File: src/design/fp8n_pkg.sv
// Package for the FP8 dot-product neuron: FP8 multiply and add functions.
// No dependencies.
`timescale 1ns / 1ps
package fp8n_pkg;

  localparam int Lanes = 8;

  function automatic logic [7:0] fp8_mul(input logic [7:0] a, input logic [7:0] b);
    logic [3:0] ma, mb;
    logic [7:0] prod;
    logic [2:0] frac;
    logic signed [6:0] ex;
    logic sg;
    ma = {1'b1, a[2:0]};
    mb = {1'b1, b[2:0]};
    sg = a[7] ^ b[7];
    prod = ma * mb;
    ex = $signed({3'b000, a[6:3]}) + $signed({3'b000, b[6:3]}) - 7'sd7;
    if (prod[7]) begin
      frac = prod[6:4];
      ex = ex + 7'sd1;
    end else begin
      frac = prod[5:3];
    end
    if (a[6:0] == 7'd0 || b[6:0] == 7'd0 || ex < 0) begin
      fp8_mul = 8'h00;
    end else if (ex > 7'sd15) begin
      fp8_mul = {sg, 7'h7F};
    end else begin
      fp8_mul = {sg, ex[3:0], frac};
    end
  endfunction

  function automatic logic [7:0] fp8_add(input logic [7:0] a, input logic [7:0] b);
    logic [7:0] big, sml;
    logic signed [6:0] eb;
    logic [4:0] d;
    logic [3:0] fb, fs, fsh;
    logic signed [5:0] sum;
    logic [4:0] mag;
    logic sg;
    if (a[6:0] >= b[6:0]) begin
      big = a;
      sml = b;
    end else begin
      big = b;
      sml = a;
    end
    eb = $signed({3'b000, big[6:3]});
    fb = (big[6:0] != 7'd0) ? {1'b1, big[2:0]} : 4'd0;
    fs = (sml[6:0] != 7'd0) ? {1'b1, sml[2:0]} : 4'd0;
    sg = big[7];
    // Big has the larger magnitude, so its exponent is never below the other.
    d = {1'b0, big[6:3]} - {1'b0, sml[6:3]};
    fsh = fs >> d[1:0];
    if (big[7] == sml[7]) begin
      sum = $signed({2'b00, fb}) + $signed({2'b00, fsh});
    end else begin
      sum = $signed({2'b00, fb}) - $signed({2'b00, fsh});
    end
    if (sum < 0) begin
      sg = ~sg;
      sum = -sum;
    end
    mag = sum[4:0];
    if (mag[4]) begin
      eb = eb + 7'sd1;
      mag = mag >> 1;
    end
    for (int k = 0; k < 3; k++) begin
      if (!mag[3]) begin
        eb = eb - 7'sd1;
        mag = mag << 1;
      end
    end
    if (d >= 5'd4) begin
      fp8_add = big;
    end else if (sum == 0 || eb < 0) begin
      fp8_add = 8'h00;
    end else if (eb > 7'sd15) begin
      fp8_add = {sg, 7'h7F};
    end else begin
      fp8_add = {sg, eb[3:0], mag[2:0]};
    end
  endfunction

endpackage

File: src/design/fp8n_lane.sv
// One pipeline stage of the neuron: a registered multiply, then a registered accumulate.
// Depends on fp8n_pkg.
`timescale 1ns / 1ps
module fp8n_lane (
  input  logic       clk,
  input  logic       rst,
  input  logic       in_valid,
  input  logic [7:0] acc_in,
  input  logic [7:0] x,
  input  logic [7:0] w,
  output logic       out_valid,
  output logic [7:0] acc_out
);
  import fp8n_pkg::*;

  logic       mvalid;
  logic [7:0] prod;
  logic [7:0] acc_mid;

  always_ff @(posedge clk) begin
    if (rst) begin
      mvalid    <= 1'b0;
      out_valid <= 1'b0;
    end else begin
      mvalid    <= in_valid;
      out_valid <= mvalid;
    end
    prod    <= fp8_mul(x, w);
    acc_mid <= acc_in;
    acc_out <= fp8_add(acc_mid, prod);
  end
endmodule

File: src/design/fp8_dot_product_neuron.sv
// Top level of the FP8 dot-product neuron; a chain of eight lane stages.
// Depends on fp8n_pkg and fp8n_lane.
`timescale 1ns / 1ps
// A transaction is accepted on every clock edge with start high; busy is always
// low, so one neuron is evaluated per cycle. Each lane has a multiply register
// and then an accumulate register, and the output step adds one more register
// before result appears with done high. The path runs through the chain of
// eight lane units, each holding one FP8 multiply and one FP8 add. The
// receiver cannot stall; done marks each result for one cycle.
module fp8_dot_product_neuron (
  input  logic        clk,
  input  logic        rst,
  input  logic        start,
  output logic        busy,
  input  logic [63:0] activations,
  input  logic [63:0] weight_word,
  output logic        done,
  output logic [7:0]  result
);
  import fp8n_pkg::*;

  // Operand delay lines: stage i sees row i, registered in step with the lane pipeline.
  logic [63:0] act_d [Lanes];
  logic [63:0] wgt_d [Lanes];
  logic [Lanes:0]    v;
  logic [7:0]        acc [Lanes+1];
  logic [7:0]        sum;

  assign busy   = 1'b0;
  assign v[0]   = start;
  assign acc[0] = weight_word[63:56];
  assign act_d[0] = activations;
  assign wgt_d[0] = weight_word;

  for (genvar i = 1; i < Lanes; i++) begin : g_dly
    logic [63:0] a1, w1;
    always_ff @(posedge clk) begin
      a1 <= act_d[i-1];
      w1 <= wgt_d[i-1];
      act_d[i] <= a1;
      wgt_d[i] <= w1;
    end
  end

  logic [1:0] flg_pipe [2];
  logic [1:0] flags;
  always_ff @(posedge clk) begin
    flg_pipe[0] <= wgt_d[Lanes-1][53:52];
    flg_pipe[1] <= flg_pipe[0];
  end
  assign flags = flg_pipe[1];

  for (genvar i = 0; i < Lanes; i++) begin : g_lane
    fp8n_lane u_lane (
      .clk      (clk),
      .rst      (rst),
      .in_valid (v[i]),
      .acc_in   (acc[i]),
      .x        (act_d[i][8*i +: 8]),
      .w        ({wgt_d[i][7*i +: 7], 1'b0}),
      .out_valid(v[i+1]),
      .acc_out  (acc[i+1])
    );
  end

  // Optional compress of the magnitude, then relu on a set sign bit.
  always_comb begin
    sum = acc[Lanes];
    if (flags[0]) begin
      sum = {sum[7], (sum[6:0] >> 1) + 7'h1F};
    end
    if (flags[1] && sum[7]) begin
      sum = 8'h00;
    end
  end

  always_ff @(posedge clk) begin
    if (rst) begin
      done <= 1'b0;
    end else begin
      done <= v[Lanes];
    end
    result <= sum;
  end

  a_no_busy: assert property (@(posedge clk) disable iff (rst) !busy)
    else $error("busy raised");
  a_latency: assert property (@(posedge clk) disable iff (rst)
    v[0] |-> ##17 done) else $error("result lost");
  a_relu: assert property (@(posedge clk) disable iff (rst)
    (v[Lanes] && flags[1]) |=> !result[7]) else $error("relu failed");
endmodule

File: config.mk
export PLATFORM = sky130hd
export DESIGN_NAME = fp8_dot_product_neuron
export DESIGN_NICKNAME = d
export VERILOG_FILES = /design/src/design/fp8n_pkg.sv /design/src/design/fp8n_lane.sv /design/src/design/fp8_dot_product_neuron.sv
export SDC_FILE = /design/constraint.sdc
export NUM_CORES = 1
export LEC_CHECK = 0
export BUFFER_PORTS_ARGS = -buffer_cell sky130_fd_sc_hd__buf_2
export CORE_UTILIZATION = 55
export CTS_CLUSTER_SIZE = 20
export DETAILED_ROUTE_END_ITERATION = 10
export GPL_ROUTABILITY_DRIVEN = 0
export GPL_TIMING_DRIVEN = 0
export PLACE_DENSITY_LB_ADDON = 0.25
export SLEW_MARGIN = 20
export SYNTH_ARGS = -nofsm -noshare
export SYNTH_HDL_FRONTEND = slang
export SYNTH_SLANG_ARGS = --single-unit
File: constraint.sdc
create_clock -name clk -period 13 [get_ports clk]
set_clock_uncertainty 0.2 [all_clocks]
set_input_delay 2.6 -clock clk [delete_from_list [all_inputs] [get_ports clk]]
set_output_delay 2.6 -clock clk [all_outputs]
set_load 0.05 [all_outputs]
== Word level (Yosys, flattened, before mapping) ==
Memories as Yosys holds them, arrays and structs flattened.
Index checks and enable logic that the tools add are counted.
Word-level totals
  memories kept: 1
  input bits: 131
  register bits after elaboration: 1897
  logic and storage cells: 490
  memory bits (writable): 4
  output and inout port bits: 10
Memory list
  flg_pipe: words 2, width 2, read ports 2, clocked after memory_dff 0, write ports 2, line fp8_dot_product_neuron.sv:45  | logic [1:0] flg_pipe [2];
Operators by class
  reductions and logical operators: 65
  multiplexer cells: 169
  magnitude comparators: 56
  equal/unequal tests: 8
  add/subtract/negate cells: 89
  multiply operators: 8
  bitwise operators: 16
  shift-type cells: 8
Operators with widths (count)
  $mux W7: 57
  $logic_not A32 Y1: 8
  $mux W8: 32
  $sub A7 B2 Y7 const B: 24
  $mux W4: 40
  $gt A7 B5 Y1 const B: 16
  $logic_not A7 Y1: 16
  $lt A7 B1 Y1 const B: 16
  $reduce_bool A7 Y1: 16
  $mux W6: 16
  $add A4 B4 Y5: 16
  $sub A4 B4 Y5: 16
  $add A7 B2 Y7 const B: 8
  $ge A7 B7 Y1: 8
  $mul A4 B3 Y7: 8
  $sub A7 B4 Y7 const B: 8
  $lt A6 B1 Y1 const B: 8
  $mux W3: 16
  $neg A6 Y6: 8
  $add A4 B1 Y5 const B: 8
  $ge A5 B3 Y1 const B: 8
  $shr A4 B2 Y4: 8
  $logic_or A1 B1 Y1: 24
  $eq A1 B1 Y1: 8
  other kinds (5): 26

== Longest topological paths before layout ==
Gate-level depths: netlist of run 1.
  depth after elaboration: 20
  depth in mapped cells: 38
  mapped depth without buffers: 37

== By module ==
From an unflattened synthesis of run 1, not the netlist that was laid out.
Unflattened totals
  cell total of the unflattened synthesis: 4088
  area, all modules: 43439.2 um^2
Modules (own cells, without submodules)
  fp8_dot_product_neuron: sequential area each 17076.4 um^2, instances 1, area each 17302.8 um^2, cells each 888
  fp8n_lane at g_lane[0].u_lane ...: sequential area each 520.5 um^2, instances 3, area each 3374.5 um^2, cells each 424
  fp8n_lane at g_lane[3].u_lane ...: sequential area each 520.5 um^2, instances 3, area each 3233.1 um^2, cells each 391
  fp8n_lane at g_lane[1].u_lane: sequential area each 520.5 um^2, instances 1, area each 3288.2 um^2, cells each 396
  fp8n_lane at g_lane[4].u_lane: sequential area each 520.5 um^2, instances 1, area each 3025.4 um^2, cells each 359

== Least setup slack after synthesis of run 1 ==
OpenSTA, ideal clock, no wires.
  path kind: register -> register
  from: register g_lane[6].u_lane.acc_mid[0]
  to: register g_lane[6].u_lane.acc_out[5]
  required time: 12.705 ns
  path slack: 5.403 ns
  path buffers: 2
  cell stages (with the launch flop): 33
  arrival time: 7.302 ns
  cell sequence: dfxtp_1 -> inv_1 -> ha_1 -> nand2b_1 -> a211oi_1 -> o21ai_0 -> a21o_1 -> a21oi_1 -> clkbuf_1 -> clkbuf_1 -> nor2_1 -> a21oi_1 -> mux2i_1 -> o21ai_0 -> inv_1 -> fa_1 -> mux2_2 -> ha_1 -> o2111ai_1 -> nand2_1 -> mux2i_1 -> ha_1 -> mux2_2 -> ha_1 -> o21ai_0 -> xor2_1 -> o41ai_1 -> xnor2_1 -> nor3_1 -> a21oi_1 -> a311oi_1 -> nor2_1 -> a221oi_1
Between the ends
  word-level cells in the longest chain between the ends: 20
  elaborated cells between the ends (all ways): 35
Ends and longest elaborated chain
  from (decl): line fp8n_lane.sv:18  | logic [7:0] acc_mid;
  from (signal assigned): line fp8n_lane.sv:29  | acc_mid <= acc_in;
  branches (longest 19 deep; another with $ge A7 B7 Y1)
  $mux W8 *: line fp8n_pkg.sv:76  | if (d >= 5'd4) begin
  to (signal assigned): line fp8n_lane.sv:30  | acc_out <= fp8_add(acc_mid, prod);
  to (decl): line fp8n_lane.sv:12  | output logic [7:0] acc_out
Mark *: on every way between the ends.
A chain may end at the register's enable or synchronous reset.

== Final worst setup path of run 1 ==
  from: register g_lane[3].u_lane.prod[3]
  to: register g_lane[3].u_lane.acc_out[0]
Between the ends
  word-level cells in the longest chain between the ends: 20
  elaborated cells between the ends (all ways): 36
Ends and longest elaborated chain
  from (decl): line fp8n_lane.sv:17  | logic [7:0] prod;
  from (signal assigned): line fp8n_lane.sv:28  | prod <= fp8_mul(x, w);
  branches (longest 19 deep; another with $ge A7 B7 Y1)
  $mux W8 *: line fp8n_pkg.sv:76
  to (signal assigned): line fp8n_lane.sv:30
  to (decl): line fp8n_lane.sv:12
Marked as above.

==> impl_metrics.env, run 1 <==
export IMPL_wire_per_inst_um=13.94
export IMPL_hold_viol=0
export IMPL_placedCellCount=4846
export IMPL_port_buffers=139
export IMPL_synth_common_cells="1,061 x dfxtp_1, 260 x a21oi_1, 249 x ha_1"
export IMPL_worst_r2r_cell_count=30
export IMPL_setup_tns_ns=0
export IMPL_num_vias=26730
export IMPL_hpwlAfterDp_um=49740
export IMPL_synthTopCellsByArea="dfxtp_1 53%, ha_1 7.8%, a21oi_1 3.3%, fa_1 2.8%, xnor2_1 2.7%"
export IMPL_drtIter0Drc=1401
export IMPL_synth_seq_cells=1061
export IMPL_hp_class="flop to flop"
export IMPL_coreArea_um2=71730
export IMPL_insertion_delay_ns=0.66
export IMPL_finish_instance_area_um2=45340
export IMPL_worstReg2RegEnd="g_lane[3].u_lane.acc_out[0]"
export IMPL_grt_pass1_vias=25740
export IMPL_die_w_um=271.5
export IMPL_required_ns=13.36
export IMPL_synth_top_area_share_pct=53.16
export IMPL_die_area_um2=73730
export IMPL_num_rows=98
export IMPL_yosys_area_top_type="dfxtp_1"
export IMPL_syn_area_um2=39960
export IMPL_cts_setup_buffers=0
export IMPL_period_needed_ns=9.156
export IMPL_setup_viol=0
export IMPL_cp_start_kind="flop"
export IMPL_ys_warnings_count=0
export IMPL_start_util_pct=55.70
export IMPL_clkSinkCount=1061
export IMPL_grt_overflow_total=0
export IMPL_ios=141
export IMPL_cts_hold_fix_buffers=0
export IMPL_yosysMostFrequentCell="dfxtp_1"
export IMPL_avgSynthCellArea_um2=10.64
export IMPL_worstHoldStart="g_lane[3].u_lane.acc_out[7]"
export IMPL_wirelength_um=70120
export IMPL_die_y_um=271.5
export IMPL_path_class="flop to flop"
export IMPL_synth_edf_count=0
export IMPL_via_per_inst=5.314
export IMPL_critPathMaxFanout=10
export IMPL_fin_ws_ns=3.844
export IMPL_drc=0
export IMPL_clk_pin_slew_ns=0.08
export IMPL_critPathMostFrequentCell="ha_1"
export IMPL_whs_path_depth=0
export IMPL_postRouteAntennaNets=0
export IMPL_synthCells=3757
export IMPL_syn_nets=4193
export IMPL_rsz0062_at_grt="no"
export IMPL_hold_end="g_lane[4].u_lane.acc_mid[7]"
export IMPL_area_growth_syn_to_layout_pct=13.49
export IMPL_cts_buffers=98
export IMPL_grt_use_total_pct=19.11
export IMPL_synthFlopType="dfxtp_1"
export IMPL_relSlewSlack_pct=16.28
export IMPL_cp_slowest_cell="mux2i_1"
export IMPL_post_route_period_util_pct=70.43
export IMPL_grt_max_degree=18
export IMPL_tightest_slew_ns=1.240
export IMPL_status="complete, no violations"
export IMPL_antenna_found_initial=2
export IMPL_place_ws_ns=3.968
export IMPL_cts_resized=0
export IMPL_grt_pass1_wl_um=119500
export IMPL_synthArstFlopShare_pct=0
export IMPL_fmax_mhz=109.2
export IMPL_root_buffer="clkbuf_16"
export IMPL_drive_above_1_share_pct=10.54
export IMPL_max_stage_delay_ns=0.86
export IMPL_worstPathArrival_ns=9.52
export IMPL_nNetsFinal=4432
export IMPL_drtPass1Iterations=7
export IMPL_cp_end_kind="flop"
export IMPL_cts_tree="yes"
export IMPL_ys_types=105
export IMPL_timing_rr_start="g_lane[3].u_lane.prod[3]"
export IMPL_r2r_slack_ns=3.84
export IMPL_drv_cap=0
export IMPL_cts_path_max_buffers=3
export IMPL_htree_num_levels=3
export IMPL_timing_final_max_slew_violations=0
export IMPL_seq_area_frac_synth_pct=53.16
export IMPL_fin_cells=5030
export IMPL_placed_area_um2=41840
[cell families (layout without fill, tap and decap cells)]
family / count (synthesis) / count (layout) / synth area share [%]
XOR/XNOR: 190 / 190 / 4.428
flip-flops: 1061 / 1061 / 53.16
multiplexers: 123 / 123 / 3.319
other: 1 / 2 / 0.009385
adder cells (fa/ha/maj): 305 / 305 / 10.60
AND/OR/NAND/NOR: 992 / 992 / 12.72
AO/OA/AOI/OAI: 808 / 808 / 13.12
buffers and inverters: 277 / 599 / 2.640
[stage by stage]
step / hold slack (ns) / util (%)
2_1_floorplan: 0.1096 / -
6_report: 0.1069 / 63.21
3_3_place_gp: 0.1096 / 58.33
5_1_grt: 0.1170 / 63.21
3_5_place_dp: 0.1121 / 58.33
4_1_cts: 0.1111 / 63.21
[flip-flops by register name, summed over array words and instances, names as in the netlist]
register / flops
done: 1
wgt_d: 196
g_lane.u_lane.prod: 64
result: 8
g_lane.u_lane.mvalid: 8
g_lane.u_lane.acc_mid: 64
g_lane.u_lane.acc_out: 64
g_lane.u_lane.out_valid: 8
g_dly.a1: 224
flg_pipe: 4
g_dly.w1: 196
act_d: 224
[layer usage]
metal | vias up | track usage [%] | part of all wire, % | wire length [µm]
met5 | - | 0 | 0 | 0
met4 | 0 | 7.022 | 2.5 | 1777
met3 | 144 | 2.751 | 3.4 | 2369
met2 | 462 | 34.16 | 50 | 34770
met1 | 12400 | 23.25 | 44 | 31200
li1 | 13730 | - | - | -
[worst max path at each step]
stage,startpoint,to,slack (ns),cells past startpoint
2_1_floorplan,g_lane[6].u_lane.acc_mid[0],g_lane[6].u_lane.acc_out[5],5.40,32
3_3_place_gp,g_lane[6].u_lane.acc_mid[0],g_lane[6].u_lane.acc_out[3],3.95,30
3_5_place_dp,g_lane[6].u_lane.acc_mid[0],g_lane[6].u_lane.acc_out[4],3.97,30
4_1_cts,g_lane[6].u_lane.acc_mid[0],g_lane[6].u_lane.acc_out[4],3.85,30
5_1_grt,g_lane[6].u_lane.acc_mid[0],g_lane[6].u_lane.acc_out[4],2.99,30
6_report,g_lane[3].u_lane.prod[3],g_lane[3].u_lane.acc_out[0],3.84,30
[area by class of cell]
cell class                      instances  area (µm²)
Tap cell                              950        1189
Fill cell                            5690       26390
Timing Repair Buffer                  139       695.7
Antenna cell                            1       2.502
Inverter                              228       855.8
Clock buffer                          128        2786
Sequential cell                      1061       21240
Clock inverter                         55       715.7
Buffer                                 49       198.9
Multi-Input combinational cell       2419       17660
[layout by cell type, fill, tap and decap left out, types with 49 or more instances in the layout]
cell,synthesis,final
clkbuf_16,0,99
ha_1,249,249
nand2_1,237,237
xor2_1,60,60
inv_1,227,227
xnor2_1,121,121
nor2_1,229,229
nand2b_1,49,49
nand3_1,78,78
fa_1,56,56
o21ai_0,152,152
buf_2,3,142
dfxtp_1,1061,1061
mux2i_1,76,76
a21oi_1,260,260
nor3_1,66,66
nor2b_1,63,63
[worst max-delay path, delay by kind of cell (launching register included)]
kind,cells,cell delay (ns)
AOI/OAI and AO/OA,7,2.44
and+or+nand+nor,9,1.83
muxes,3,1.55
adders and majority gates,4,1.12
buffers and inverters,5,0.91
xor gates and xnor gates,2,0.54
DFF,1,0.45
Power of run 1 is left out: the tool's default activity adds up to more than one toggle a clock period on the data nets, which glitch-free logic cannot reach.
==> run 2, diff against run 1 <==
--- a/config.mk
+++ b/config.mk
@@ -5,6 +5,7 @@
 export SDC_FILE = /design/constraint.sdc
 export NUM_CORES = 1
 export LEC_CHECK = 0
+export ABC_AREA = 1
 export BUFFER_PORTS_ARGS = -buffer_cell sky130_fd_sc_hd__buf_2
 export CORE_UTILIZATION = 55
 export CTS_CLUSTER_SIZE = 20
==> constraint.sdc (replaced) <==
create_clock -name clk -period 8.39 [get_ports clk]
set_clock_uncertainty 0.2 [all_clocks]
set_input_delay 1.678 -clock clk [delete_from_list [all_inputs] [get_ports clk]]
set_output_delay 1.678 -clock clk [all_outputs]
set_load 0.05 [all_outputs]
==> impl_metrics.env, run 2 <==
export IMPL_seq_area_frac_synth_pct=50.95
export IMPL_htree_num_levels=3
export IMPL_tightest_slew_ns=0.8961
export IMPL_cts_tree="yes"
export IMPL_reg_top3="act_d (224), g_dly.a1 (224)"
export IMPL_cp_end_kind="flop"
export IMPL_ys_types=72
export IMPL_wirelength_um=69410
export IMPL_grt_pass1_wl_um=120300
export IMPL_start_util_pct=55.81
export IMPL_cp_start_kind="flop"
export IMPL_grt_max_degree=17
export IMPL_postRouteAntennaNets=0
export IMPL_drive_above_1_share_pct=13.18
export IMPL_yosys_area_top_type="dfxtp_1"
export IMPL_drc=0
export IMPL_drv_cap=0
export IMPL_synth_seq_cells=1061
export IMPL_setup_viol=0
export IMPL_cts_buffers=97
export IMPL_yosysMostFrequentCell="nand2_1"
export IMPL_clk_pin_slew_ns=0.06
export IMPL_status="complete, no violations"
export IMPL_syn_nets=5173
export IMPL_period_needed_ns=7.037
export IMPL_setup_tns_ns=0
export IMPL_clkSinkCount=1061
export IMPL_grt_use_total_pct=18.33
export IMPL_wire_per_inst_um=11.52
export IMPL_grt_pass1_vias=27560
export IMPL_required_ns=8.77
export IMPL_nNetsFinal=5410
export IMPL_antenna_found_initial=1
export IMPL_diodes=0
export IMPL_port_buffers=138
export IMPL_syn_area_um2=41690
export IMPL_synth_common_cells="1,224 x nand2_1, 1,061 x dfxtp_1, 574 x inv_1"
export IMPL_critPathMaxFanout=10
export IMPL_die_area_um2=76900
export IMPL_synth_edf_count=0
export IMPL_die_y_um=277.3
export IMPL_coreArea_um2=74700
export IMPL_synth_top_area_share_pct=50.95
export IMPL_root_buffer="clkbuf_16"
export IMPL_via_per_inst=4.825
export IMPL_avgSynthCellArea_um2=8.801
export IMPL_cp_slowest_cell="fa_1"
export IMPL_area_growth_syn_to_layout_pct=12.61
export IMPL_cts_hold_fix_buffers=0
export IMPL_timing_final_max_slew_violations=0
export IMPL_post_route_period_util_pct=83.87
export IMPL_num_rows=100
export IMPL_fin_ws_ns=1.353
export IMPL_insertion_delay_ns=0.64
export IMPL_relSlewSlack_pct=39.31
export IMPL_die_w_um=277.3
export IMPL_path_class="flop to flop"
export IMPL_drtIter0Drc=1198
export IMPL_critPathMostFrequentCell="nand2_1"
export IMPL_rsz0062_at_grt="no"
export IMPL_synthCells=4737
export IMPL_num_vias=29060
export IMPL_timing_hold_ws_ns=0.1153
export IMPL_drtPass1Iterations=5
export IMPL_synthTopCellsByArea="dfxtp_1 51%, nand2_1 11%, ha_1 7.5%, inv_1 5.2%, nand3_1 2.9%"
export IMPL_cts_path_max_buffers=3
export IMPL_ios=141
export IMPL_place_ws_ns=1.402
export IMPL_hold_viol=0
export IMPL_max_stage_delay_ns=0.55
export IMPL_synthFlopType="dfxtp_1"
export IMPL_grt_overflow_total=0
export IMPL_cts_resized=0
export IMPL_hpwlAfterDp_um=52010
export IMPL_final_cell_mix="1,224 x nand2_1, 1,061 x dfxtp_1, 574 x inv_1, 258 x nor2_1, 249 x ha_1"
export IMPL_synthArstFlopShare_pct=0
export IMPL_hp_class="flop to flop"
export IMPL_worstPathArrival_ns=7.41
export IMPL_ys_warnings_count=0
export IMPL_layout_commonest_cell="nand2_1"
export IMPL_fmax_mhz=142.1
export IMPL_cts_setup_buffers=0
## run 2: cell count changes in the layout (fill, tap and decap cells not counted), sizes merged, moves of 63 or more
cell,delta
nand2,+1098
inv,+409
nand3,+192
a21oi,-120
nor2,+88
mux2i,-76
xnor2,-76
nor2b,-63
## run 2: through the flow
step / area [µm²] / std cells / util [%]
after global routing: 46950 / 6023 / 62.85
after floorplan: 41690 / 4737 / -
after CTS: 46950 / 6023 / 62.85
after global placement: 43590 / 5844 / 58.36
after detailed placement: 43590 / 5844 / 58.36
final: 46950 / 6023 / 62.85
## run 2: cell type report
class	count	area, µm²
plain buffers	32	239.0
clock buffers	129	2740
clock inverters	50	613.1
fillers	6168	27750
inverters	643	2426
multi-input cells	3001	17780
flip-flops and latches	1061	21240
well taps	969	1212
repair buffers	138	690.7
## run 2: kinds of logic after synthesis
| kind of cell | Yosys count | share of synthesized area [%] |
|---|---|---|
| and+or+nand+nor | 2125 | 23.29 |
| DFF | 1061 | 50.95 |
| buffers and inverters | 675 | 6.393 |
| AOI/OAI and AO/OA | 453 | 6.696 |
| adders and majority gates | 305 | 10.16 |
| xor gates and xnor gates | 113 | 2.392 |
| muxes | 4 | 0.1050 |
| other | 1 | 0.008995 |
## run 2: layer usage
layer / vias up / GRT usage (%) / part of all wire [%] / wire length, µm
li1: 15570 / - / - / -
met1: 12920 / 21.59 / 44 / 30770
met2: 428 / 33.86 / 50 / 34470
met3: 142 / 2.619 / 3.7 / 2545
met4: 0 / 6.125 / 2.3 / 1613
met5: - / 0 / 0 / 0
## run 2: final timing paths
check,from,end,slack (ns),cells past startpoint
setup / recovery,g_lane[2].u_lane.prod[3],g_lane[2].u_lane.acc_out[2],1.35,45
hold / removal,g_lane[2].u_lane.acc_out[7],g_lane[3].u_lane.acc_mid[7],0.12,0
setup reg to reg,g_lane[2].u_lane.prod[3],g_lane[2].u_lane.acc_out[2],1.35,45
hold reg to reg,g_lane[2].u_lane.acc_out[7],g_lane[3].u_lane.acc_mid[7],0.12,0
## run 2: critical path, delay by kind of cell (launching register included)
family / cells / cell delay (ns)
AND/OR/NAND/NOR: 31 / 3.32
adder cells (fa/ha/maj): 6 / 1.87
buffers and inverters: 7 / 1.07
flip-flops: 1 / 0.37
AO/OA/AOI/OAI: 1 / 0.09
Power of run 2 is left out for the same reason.
